$ cat src/sv/smdr_pkg.sv
// ----------------------------------------------------------------------------
// smdr_pkg
// Shared types and constants for the signed multiply-divide rounding core.
// ----------------------------------------------------------------------------
package smdr_pkg;

  // Operand width used inside the datapath (ports stay 64 bits)
  localparam int unsigned W   = 64;
  localparam int unsigned PW  = 2 * W;
  localparam int unsigned LW  = W / 2;
  localparam int unsigned HW  = W - LW;
  localparam int unsigned DW  = 64;

  typedef enum logic [2:0] {
    MODE_UP        = 3'd0,
    MODE_DOWN      = 3'd1,
    MODE_CEILING   = 3'd2,
    MODE_FLOOR     = 3'd3,
    MODE_HALF_UP   = 3'd4,
    MODE_HALF_DOWN = 3'd5,
    MODE_HALF_EVEN = 3'd6,
    MODE_UNNEC     = 3'd7
  } mode_e;

  typedef enum logic [1:0] {
    ST_OK       = 2'd0,
    ST_ROUND    = 2'd1,
    ST_DIVZERO  = 2'd2,
    ST_OVERFLOW = 2'd3
  } status_e;

  // Per-item side information that rides along the divider chain
  typedef struct packed {
    mode_e               mode;
    logic                sp;       // product is negative
    logic                qneg;     // product sign xor divisor sign (quotient sign)
    logic                divzero;
    logic signed [W-1:0] h;        // divisor arithmetically shifted right by one
  } side_t;

  // Partial remainder, shifting numerator/quotient word and divisor magnitude
  typedef struct packed {
    logic [W-1:0]  r;
    logic [PW-1:0] n;
    logic [W-1:0]  d;
    side_t         side;
  } div_t;

endpackage

$ cat src/sv/smdr_div_cell.sv
// ----------------------------------------------------------------------------
// smdr_div_cell
// One restoring-division step: shift in a numerator bit, trial subtract.
// ----------------------------------------------------------------------------
module smdr_div_cell (
  input  logic           clk_i,
  input  logic           rst_ni,
  input  logic           vld_i,
  output logic           rdy_o,
  input  smdr_pkg::div_t dat_i,
  output logic           vld_o,
  input  logic           rdy_i,
  output smdr_pkg::div_t dat_o
);

  localparam int unsigned W  = smdr_pkg::W;
  localparam int unsigned PW = smdr_pkg::PW;

  logic [W:0]     rr;
  logic           qbit;
  smdr_pkg::div_t dat_d, dat_q;
  logic           vld_q;

  // Shift in next bit, subtract divisor when it fits
  always_comb begin
    rr    = {dat_i.r, dat_i.n[PW-1]};
    qbit  = (rr >= {1'b0, dat_i.d});
    dat_d = dat_i;
    dat_d.r = qbit ? W'(rr - {1'b0, dat_i.d}) : rr[W-1:0];
    dat_d.n = {dat_i.n[PW-2:0], qbit};
  end

  assign rdy_o = !vld_q || rdy_i;

  always_ff @(posedge clk_i or negedge rst_ni) begin
    if (!rst_ni) begin
      vld_q <= 1'b0;
    end else if (rdy_o) begin
      vld_q <= vld_i;
    end
  end

  always_ff @(posedge clk_i) begin
    if (rdy_o) dat_q <= dat_d;
  end

  assign vld_o = vld_q;
  assign dat_o = dat_q;

endmodule

$ cat config.mk
export PLATFORM = sky130hd
export DESIGN_NAME = smdr_div_cell
export DESIGN_NICKNAME = d
export VERILOG_FILES = /design/src/sv/smdr_pkg.sv /design/src/sv/smdr_div_cell.sv
export SDC_FILE = /design/constraint.sdc
export NUM_CORES = 1
export LEC_CHECK = 0
export ABC_CLOCK_PERIOD_IN_PS = 20700
export BUFFER_PORTS_ARGS = -buffer_cell sky130_fd_sc_hd__buf_2
export CAP_MARGIN = 0
export CELL_PAD_IN_SITES_DETAIL_PLACEMENT = 1
export CELL_PAD_IN_SITES_GLOBAL_PLACEMENT = 1
export CORE_AREA = 10 10 250 252
export DETAILED_ROUTE_END_ITERATION = 16
export DIE_AREA = 0 0 260 262
export PLACE_DENSITY_LB_ADDON = 0.1
export SETUP_SLACK_MARGIN = 0.2
export SYNTH_ARGS = -nofsm -noshare
export SYNTH_HDL_FRONTEND = slang
export SYNTH_SLANG_ARGS = --single-unit
export TNS_END_PERCENT = 1
$ cat constraint.sdc
create_clock -name clk_i -period 20.7 [get_ports clk_i]
set_input_delay 1.035 -clock clk_i [delete_from_list [all_inputs] [get_ports clk_i]]
set_output_delay 1.035 -clock clk_i [all_outputs]
set_load 0.03 [all_outputs]
==> reports/results.ini <==
[power]
power.leakage_nw = 9.07
p_per_area_nw_per_um2 = 97.9
vdd_ir_drop_max_v = 0.0000498

[cells_and_area]
final_cells = 2546
layout_common_cells = 657 x buf_2, 326 x edfxtp_1, 88 x a21oi_1, 80 x inv_1, 66 x nand2_1
layout-drive-gt1-share_pct = 44.9
finalInstanceArea_um2 = 20500
area.growth.synth_to_final_pct = 37.0
final_common_cell = buf_2
fin_nets = 2136

[clock_tree]
insertion_delay_ns = 0.57
post-cts-setup-buffers = 0
cts_max_level = 2
cts_buffer_depth = 3
cts_tree = done
path_clk_slew_ns = 0.06
numCtsBuffers = 40
cts_resized = 0
clock-sinks = 327
cts-root-buf = clkbuf_16
cts_hold_buf = 0

[flow_run]
drv_cap = 0

[floorplan]
rows = 88
core_um2 = 57400
die_w_um = 260
ios = 658
dieHeight_um = 262
initial_core_util_pct = 26.1
design.die.area_um2 = 68100

[outcome]
outcome = completed

[critical_path]
reg2reg_depth = 3
crit_top_cell = a31oi_4
crit_fanout = 54
criticalPathCategory = input pin to flop
crit_path_max_incr_delay_ns = 0.89
path_buf_inv = 3
end_kind = flop
r2r_setup_slack_ns = 17.48
cp_cell_sequence = buf_2, inv_1, ha_1, a21oi_1, o21ai_0, o21bai_2, a31oi_2, o41ai_4, a31oi_4, o21ai_4, a31oi_4, buf_4, mux2_2
path_delay_family = compound AO/OA/AOI/OAI gates
cp_slowest_cell = buf_4
crit_required_ns = 21.02
critPathCapture = dat_o[273]
cp_data_arrival_time_ns = 5.04
path_depth = 13
timing.rr.start = vld_o
cp-start-kind = input pin
timing.rr.end = dat_o[54]
startpoint = dat_i[78]

[timing]
layout_setup_ws_ns = 15.98
hold_violations = 0
max_freq_mhz = 212
setup_viol = 0
tns_ns = 0
fin_skew_ns = 0.0205
max_slew_margin_pct = 31.6
rsz0062_at_grt = no
finalCritPeriodShare_pct = 22.8
tightestPinTransition_ns = 1.03
min_period_ns = 4.72
finalMaxSlewViolations = 0

[global_route]
track_usage_pct = 18.6
antenna_found_initial = 30
grt_pass1_wl_mm = 91.2
grt_start_max_net_pins = 67
grt_pass1_vias = 12400
grt_overflow = 0

[placement]
place_area_um2 = 19100
dp_hpwl_mm = 56.2
post-place-cells = 2464
post-place-ws_ns = 15.27
portBuffers = 657
place.gp.congestion = 0.823

[synthesis]
syn_area_per_cell_um2 = 14.1
ys_types = 56
synth-edff-count = 326
yosys_warnings = 0
ys_ff_latch = 327
async_flop_share_pct = 0.306
synth_fp_nets = 1460
synthCells = 1065
ys_seq_area_share_pct = 65.5
synth_flop_cell = edfxtp_1
syn-cell-area_um2 = 15000

[routing]
viasPerCell = 4.50
remaining_drc_errors = 0
detail-route-antenna-nets = 0
vias = 11500
wl_mm = 67.3
dr.pass1.iters = 4
drtIter0Drc = 568
wl_per_cell_um = 26.4

[min_path]
hold_class = input pin to async pin

## synthesized netlist by cell type, types with 2 or more instances
master,n,area (um2)
edfxtp_1,326,9790
a21oi_1,88,440
inv_1,80,300
nand2_1,66,248
ha_1,64,801
nor2_1,49,184
mux2_4,46,691
o21ai_0,41,205
xnor2_1,32,280
a21o_1,31,233
xor2_1,26,228
clkbuf_1,23,86.3
nand4_1,22,138
o21bai_1,17,128
nor3_1,16,80.1
mux2_2,15,169
nand3_1,11,55.1
a31oi_1,9,56.3
nand2b_1,9,56.3
o211ai_1,9,67.6
and3_1,8,50.1
nor2b_1,7,43.8
buf_6,6,67.6
o21a_1,6,45.0
a211oi_1,5,37.5
o31ai_1,5,37.5
a311oi_1,4,35.0
or3_1,4,25.0
mux2i_1,3,30.0
nor4_1,3,18.8
o2111ai_1,3,26.3
o211a_1,3,30.0
a21boi_0,2,15.0
a221oi_1,2,17.5
a41oi_1,2,17.5
or2_2,2,12.5
## worst register-to-register path, cell delays in order (launching register included)
cell and delay (ns):
dfrtp_1 0.40, nand2b_4 0.72, buf_4 0.82, buf_4 0.89
## worst min-delay path by stage
stage | end | cells after the start | from
final | vld_o | 1 | rst_ni
after global placement | vld_o | 1 | rst_ni
after floorplan | vld_o | 0 | rst_ni
after CTS | vld_o | 1 | rst_ni
after detailed placement | vld_o | 1 | rst_ni
after global routing | vld_o | 1 | rst_ni
## sequential cells by signal, indices dropped and copies added (netlist names)
register  flops
vld_o         1
dat_o       326
## routing by layer
layer,part of all wire (%),wire [um],GRT usage [%]
met4,2.7,1840,5.85
met2,52,34900,33.9
met3,9.1,6090,7.76
met5,0.26,175,1.28
met1,36,24300,19.1
## final cells by class
class                      instances  area [um2]
timing repair buffer             665        3350
tap                              765         957
multi-input combinational        627        4720
sequential                       327        9810
clock inverter                    25         319
antenna                           11        27.5
clock buffer                      46        1020
inverter                          80         300
fill                            6361       36900
## per-stage QoR
| step | utilization [%] | power [W] | hold slack, ns |
|---|---|---|---|
| floorplan | - | 0.00114 | 0.739 |
| global placement | 33.4 | 0.00130 | 0.810 |
| detailed placement | 33.4 | 0.00130 | 0.813 |
| CTS | 35.7 | 0.00205 | 0.211 |
| global route | 35.7 | 0.00210 | 0.220 |
| finish | 35.8 | 0.00201 | 0.247 |
## where the power goes
group          total [W]  internal, W  switching (W)
Sequential      0.000820     0.000806      0.0000143
Clock           0.000732     0.000443       0.000289
Combinational   0.000457     0.000151       0.000305
Total            0.00201      0.00140       0.000609
## kinds of logic (layout without fill, tap and decap cells)
group                    Yosys count  in the layout  share of synthesized area [%]
AO/OA/AOI/OAI                    240            240                           10.3
XOR/XNOR                          58             58                           3.39
adder cells (fa/ha/maj)           65             65                           5.48
buffers and inverters            111            816                           3.09
flip-flops                       327            327                           65.5
multiplexers                      64             64                           5.94
other                              0             11                              0
AND/OR/NAND/NOR                  200            200                           6.23
Power figures use the tool's default switching activity.
