<file path="config.mk">
export PLATFORM = sky130hd
export DESIGN_NAME = smdr_round
export DESIGN_NICKNAME = d
export VERILOG_FILES = /design/src/sv/smdr_pkg.sv /design/src/sv/smdr_round.sv
export SDC_FILE = /design/constraint.sdc
export NUM_CORES = 1
export LEC_CHECK = 0
export BUFFER_PORTS_ARGS = -buffer_cell sky130_fd_sc_hd__buf_2
export CAP_MARGIN = 20
export CORE_MARGIN = 5
export CORE_UTILIZATION = 25
export CTS_CLUSTER_DIAMETER = 150
export CTS_CLUSTER_SIZE = 30
export DETAILED_ROUTE_END_ITERATION = 10
export PLACE_DENSITY = 0.39
export SYNTH_ARGS = -nofsm -noshare
export SYNTH_HDL_FRONTEND = slang
export SYNTH_SLANG_ARGS = --single-unit
</file>
<file path="constraint.sdc">
create_clock -name clk_i -period 10 [get_ports clk_i]
set_clock_uncertainty 0.15 [all_clocks]
set_input_delay 1.5 -clock clk_i [delete_from_list [all_inputs] [get_ports clk_i]]
set_output_delay 1.5 -clock clk_i [all_outputs]
set_load 0.01 [all_outputs]
</file>
<file path="src/sv/smdr_pkg.sv">
// ----------------------------------------------------------------------------
// smdr_pkg
// Shared types and constants for the signed multiply-divide rounding core.
// ----------------------------------------------------------------------------
package smdr_pkg;

  // Operand width used inside the datapath (ports stay 64 bits)
  localparam int unsigned W   = 64;
  localparam int unsigned PW  = 2 * W;
  localparam int unsigned LW  = W / 2;
  localparam int unsigned HW  = W - LW;
  localparam int unsigned DW  = 64;

  typedef enum logic [2:0] {
    MODE_UP        = 3'd0,
    MODE_DOWN      = 3'd1,
    MODE_CEILING   = 3'd2,
    MODE_FLOOR     = 3'd3,
    MODE_HALF_UP   = 3'd4,
    MODE_HALF_DOWN = 3'd5,
    MODE_HALF_EVEN = 3'd6,
    MODE_UNNEC     = 3'd7
  } mode_e;

  typedef enum logic [1:0] {
    ST_OK       = 2'd0,
    ST_ROUND    = 2'd1,
    ST_DIVZERO  = 2'd2,
    ST_OVERFLOW = 2'd3
  } status_e;

  // Per-item side information that rides along the divider chain
  typedef struct packed {
    mode_e               mode;
    logic                sp;       // product is negative
    logic                qneg;     // product sign xor divisor sign (quotient sign)
    logic                divzero;
    logic signed [W-1:0] h;        // divisor arithmetically shifted right by one
  } side_t;

  // Partial remainder, shifting numerator/quotient word and divisor magnitude
  typedef struct packed {
    logic [W-1:0]  r;
    logic [PW-1:0] n;
    logic [W-1:0]  d;
    side_t         side;
  } div_t;

endpackage

</file>
<file path="src/sv/smdr_round.sv">
// ----------------------------------------------------------------------------
// smdr_round
// Sign the quotient, pick the rounding step, range check into the output reg.
// ----------------------------------------------------------------------------
module smdr_round (
  input  logic                    clk_i,
  input  logic                    rst_ni,
  input  logic                    vld_i,
  output logic                    rdy_o,
  input  smdr_pkg::div_t          dat_i,
  output logic                    vld_o,
  input  logic                    rdy_i,
  output logic [smdr_pkg::DW-1:0] quotient_o,
  output smdr_pkg::status_e       status_o
);

  localparam int unsigned W  = smdr_pkg::W;
  localparam int unsigned PW = smdr_pkg::PW;

  logic signed [W+1:0] m_s, h_s, nh_s;
  logic                nz, odd, inc, dec;
  logic [PW-1:0]       t_d;
  smdr_pkg::status_e   pre_d;

  logic                v1_q, vo_q, r1;
  logic [PW-1:0]       t_q;
  logic                inc_q, dec_q;
  smdr_pkg::status_e   pre_q;

  logic [PW-1:0]       t2;
  logic [PW-W:0]       top;
  logic                fits;
  logic signed [W-1:0] qw;
  smdr_pkg::status_e   st_d, st_q;
  logic [smdr_pkg::DW-1:0] q_d, q_q;

  // Signed quotient, remainder tests and rounding step
  always_comb begin
    t_d  = dat_i.side.qneg ? PW'(-dat_i.n) : dat_i.n;
    nz   = (dat_i.r != '0);
    odd  = dat_i.n[0];
    m_s  = dat_i.side.sp ? -$signed({2'b00, dat_i.r}) : $signed({2'b00, dat_i.r});
    h_s  = (W+2)'(dat_i.side.h);
    nh_s = -h_s;
    inc  = 1'b0;
    dec  = 1'b0;
    if (nz) begin
      unique case (dat_i.side.mode)
        smdr_pkg::MODE_UP: begin
          inc = !dat_i.side.qneg;
          dec = dat_i.side.qneg;
        end
        smdr_pkg::MODE_DOWN: ;
        smdr_pkg::MODE_CEILING: inc = !dat_i.side.qneg;
        smdr_pkg::MODE_FLOOR:   dec = dat_i.side.qneg;
        smdr_pkg::MODE_HALF_UP: begin
          inc = !dat_i.side.sp && (m_s >= h_s);
          dec = dat_i.side.sp && (m_s <= nh_s);
        end
        smdr_pkg::MODE_HALF_DOWN: begin
          inc = !dat_i.side.sp && (m_s > h_s);
          dec = dat_i.side.sp && (m_s < nh_s);
        end
        smdr_pkg::MODE_HALF_EVEN: begin
          inc = !dat_i.side.sp && ((m_s > h_s) || ((m_s == h_s) && odd));
          dec = dat_i.side.sp && ((m_s < nh_s) || ((m_s == nh_s) && odd));
        end
        smdr_pkg::MODE_UNNEC: ;
        default: ;
      endcase
    end
    if (dat_i.side.divzero) begin
      pre_d = smdr_pkg::ST_DIVZERO;
    end else if (nz && (dat_i.side.mode == smdr_pkg::MODE_UNNEC)) begin
      pre_d = smdr_pkg::ST_ROUND;
    end else begin
      pre_d = smdr_pkg::ST_OK;
    end
  end

  // Apply step, check range, zero on error
  always_comb begin
    t2   = t_q + (dec_q ? {PW{1'b1}} : PW'(inc_q));
    top  = t2[PW-1:W-1];
    fits = (&top) || !(|top);
    qw   = $signed(t2[W-1:0]);
    if (pre_q != smdr_pkg::ST_OK) begin
      st_d = pre_q;
    end else if (!fits) begin
      st_d = smdr_pkg::ST_OVERFLOW;
    end else begin
      st_d = smdr_pkg::ST_OK;
    end
    q_d = (st_d == smdr_pkg::ST_OK) ? smdr_pkg::DW'(qw) : '0;
  end

  assign r1    = !vo_q || rdy_i;
  assign rdy_o = !v1_q || r1;

  always_ff @(posedge clk_i or negedge rst_ni) begin
    if (!rst_ni) begin
      v1_q <= 1'b0;
      vo_q <= 1'b0;
    end else begin
      if (rdy_o) v1_q <= vld_i;
      if (r1)    vo_q <= v1_q;
    end
  end

  always_ff @(posedge clk_i) begin
    if (rdy_o) begin
      t_q   <= t_d;
      inc_q <= inc;
      dec_q <= dec;
      pre_q <= pre_d;
    end
    if (r1) begin
      q_q  <= q_d;
      st_q <= st_d;
    end
  end

  assign vld_o      = vo_q;
  assign quotient_o = q_q;
  assign status_o   = st_q;

endmodule

</file>
==> summary.md <==
| Metric | Value |
|---|---|
| Critical path fanouts, max | `66` |
| # nets final | `4,025` |
| Seq/Total Area, Yosys | `23.77%` |
| CTS tree | `built` |
| Setup TNS | `0 ns` |
| Clock group share of total power | `17.1%` |
| Pwr dens | `143.6 nW/µm²` |
| Most common cell after layout, fill and taps aside | `nand2_1` |
| Via count | `25,800` |
| Worst Hold Class | `register to register` |
| Min cycle time layout | `7.441 ns` |
| Vias in the first global route | `25,390` |
| H-tree levels | `4` |
| Top_reg_cell synth | `edfxtp_1` |
| Worst Setup Start Kind | `register` |
| # setup viols final | `0` |
| Max cap viols | `0` |
| Syn nets | `3,769` |
| Post-DP Area | `28,240 µm²` |
| Worst-Margin Slew | `1.106 ns` |
| Mapped Avg Cell Area | `7.930 µm²` |
| GRT Total Usage | `19.37%` |
| Final RePlAce weighted congestion | `0.9235` |
| Final ANT Viol Nets | `0` |
| Critical Path AT | `7.50 ns` |
| Cell Area, Synth | `25,230 µm²` |
| DIE AREA | `107,400 µm²` |
| Synth cell types | `90` |
| Mux contribution to synthesized area | `0.1686%` |
| Sequential share of power | `25.7%` |
| Cells after Synth | `3,181` |
| Clk buf depth | `2` |
| Synthesis-stage register bit count | `200` |
| Root Buffer | `clkbuf_16` |
| TritonRoute pass-1 iters | `6` |
| Status | `finished clean` |
| CP required | `10.06 ns` |
| Total grt overflow | `0` |
| Insertion delay to the later sink of the worst-skew pair | `0.50 ns` |
| Die width | `327.7 µm` |
| Share of cells above drive strength 1 | `12.52%` |
| Most frequent cells in the layout | `nand2_1 (333), buf_2 (332), xnor2_1 (296)` |
| Final max-slew violation count | `0` |
| WL final | `108,100 µm` |
| Net Sw Frac | `47.98%` |
| Synth Area in Adders | `12.91%` |
| Synth warn | `0` |
| Io pins | `398` |
| Final instance area | `28,890 µm²` |
| First-pass GRT wire length | `160,900 µm` |
| CTS-repair resized insts | `0` |
| RSZ-0062 raised after global routing | `false` |
| Synth Area in Compound Gates | `23.31%` |
| Switching power total | `1991 µW` |
| Vias/cell | `5.407` |
| Largest family of logic cells by synthesized area | `simple AND/OR/NAND/NOR gates` |
| # clock sinks | `200` |
| Leak pwr | `0.01086 µW` |
| Rel. slew slack | `25.31%` |
| Crit Path Class | `register to register` |
| Reg clk slew, reported paths | `0.09 ns` |
| Post-CTS Repair Setup Buffers | `0` |
| Average wire per standard cell | `22.66 µm` |
| Fin. Hold Viols | `0` |
| Simple-Gate Fraction of Synth Area | `24.19%` |
| Synth-to-Final Area Change | `14.53%` |
| CP Capture Type | `register` |
| Num CTS Buffers | `17` |
| FP Rows | `116` |
| Core ar. | `100,100 µm²` |
| Largest net degree at the start of global routing | `73` |
| DRC | `0` |
| Logic pwr share | `57.1%` |
| PortBufs | `333` |
| Die H | `327.7 µm` |
| Period utilization | `74.41%` |
| Hold_buf cts | `0` |
| Peak supply drop | `124.6 µV` |
| Post-Synth XOR/XNOR Area | `12.33%` |
| Starting Density | `25.19%` |
| Internal Power | `2158 µW` |
| HPWL Detailed | `93,710 µm` |
| Async S/R FF share, synth | `1.000%` |
| EDFF count, synth | `198` |
| Highest achievable clock rate | `134.4 MHz` |
| Initial antenna violation count | `41` |
| DR iter-0 viols | `2,069` |
==> power by group through the flow <==
stage	Sequential [µW]	Clock [µW]	Combinational [µW]
finish	1070	710	2370
global route	1080	768	2580
CTS	1070	749	2330
detailed placement	1090	0	2320
global placement	1090	0	2350
floorplan	1090	0	1480
==> sequential cells by signal, indices dropped and copies added (netlist names) <==
signal / flops
t_q: 128
pre_q: 2
dec_q: 1
vld_o: 1
v1_q: 1
inc_q: 1
status_o: 2
quotient_o: 64
==> cells by family (layout without fill, tap and decap cells) <==
logic type / count (synthesis) / after routing
adders and majority gates: 260 / 260
muxes: 4 / 4
DFF: 200 / 200
xor gates and xnor gates: 355 / 355
other: 0 / 23
buffers and inverters: 222 / 491
AOI/OAI and AO/OA: 938 / 938
and+or+nand+nor: 1202 / 1202
==> path summary, 6_finish.rpt <==
path / startpoint / endpoint / slack [ns] / depth (start not counted)
max in group asynchronous: rst_ni / vld_o / 8.99 / 1
min in group asynchronous: rst_ni / v1_q / 0.62 / 1
setup / recovery: dec_q / quotient_o[63] / 2.56 / 17
hold reg to reg: v1_q / vld_o / 0.33 / 1
hold / removal: v1_q / vld_o / 0.33 / 1
setup reg to reg: dec_q / quotient_o[63] / 2.56 / 17
==> layer usage <==
layer	vias to the layer above	global-route usage, %	share of wire, %
met1	12280	27.57	48
met3	114	3.832	6.5
met5	-	0	0.11
met2	730	30.52	44
met4	20	4.007	1.7
li1	12650	-	-
==> Yosys cell counts (all sizes together) (5+ instances only) <==
cell type	n	share of area, %
nand2	336	5.0
xnor2	296	10
a21oi	277	5.5
o21ai	263	5.2
ha	257	13
nor2	239	3.6
edfxtp	198	24
nand4	136	3.4
nor3	136	2.7
clkbuf	111	1.7
inv	107	1.6
a21o	79	2.4
o31ai	76	2.3
nand3	59	1.2
xor2	59	2.0
nor4	54	1.4
or3	49	1.2
or4	43	1.3
o41ai	40	1.4
nand2b	24	0.60
a31oi	22	0.55
a211oi	21	0.62
nor2b	20	0.50
or2	20	0.50
and4	19	0.66
o211ai	17	0.51
a21boi	16	0.48
o21a	15	0.45
o21bai	15	0.45
a221oi	14	0.49
and3	14	0.35
nand3b	13	0.39
and2	11	0.27
a2111oi	8	0.30
a22oi	8	0.24
a41oi	7	0.24
nor4b	7	0.30
o2111ai	7	0.24
nand4b	6	0.21
nor3b	5	0.15
o221ai	5	0.17
==> cell type report <==
type                       instances  area, µm²
tap                             1298       1624
timing repair buffer             352       1812
sequential                       200       5996
clock buffer                      21      460.4
inverter                         107      401.6
multi-input combinational       2759      18410
antenna                           23      57.56
clock inverter                    11      130.1
fill                           11060      71250
==> worst max-delay path, cell delays in order, from the launching register on <==
cell,delay (ns)
edfxtp_1,0.69
buf_4,0.38
inv_1,0.10
fa_1,0.44
nand2b_1,0.19
a21oi_1,0.50
o211ai_1,0.25
a2111oi_0,0.89
nor3_1,0.28
o211ai_1,0.59
a41oi_1,0.23
xnor2_1,0.22
nand3b_1,0.17
or4_1,0.48
nor4_1,0.35
a22oi_2,0.13
buf_4,0.36
nor4bb_1,0.73
==> metrics by stage <==
| stage | std cells | util [%] | setup WS [ns] | hold slack (ns) | power (µW) |
|---|---|---|---|---|---|
| finish | 4771 | 28.85 | 2.559 | 0.3337 | 4149 |
| global route | 4757 | 28.81 | 2.030 | 0.3612 | 4421 |
| CTS | 4748 | 28.79 | 2.553 | 0.3355 | 4147 |
| detailed placement | 4716 | 28.20 | 2.032 | 0.3157 | 3404 |
| global placement | 4716 | 28.20 | 2.094 | 0.3014 | 3436 |
| floorplan | 3181 | - | 2.712 | 0.2851 | 2569 |
Note: power is estimated with default switching activity, not from simulation.
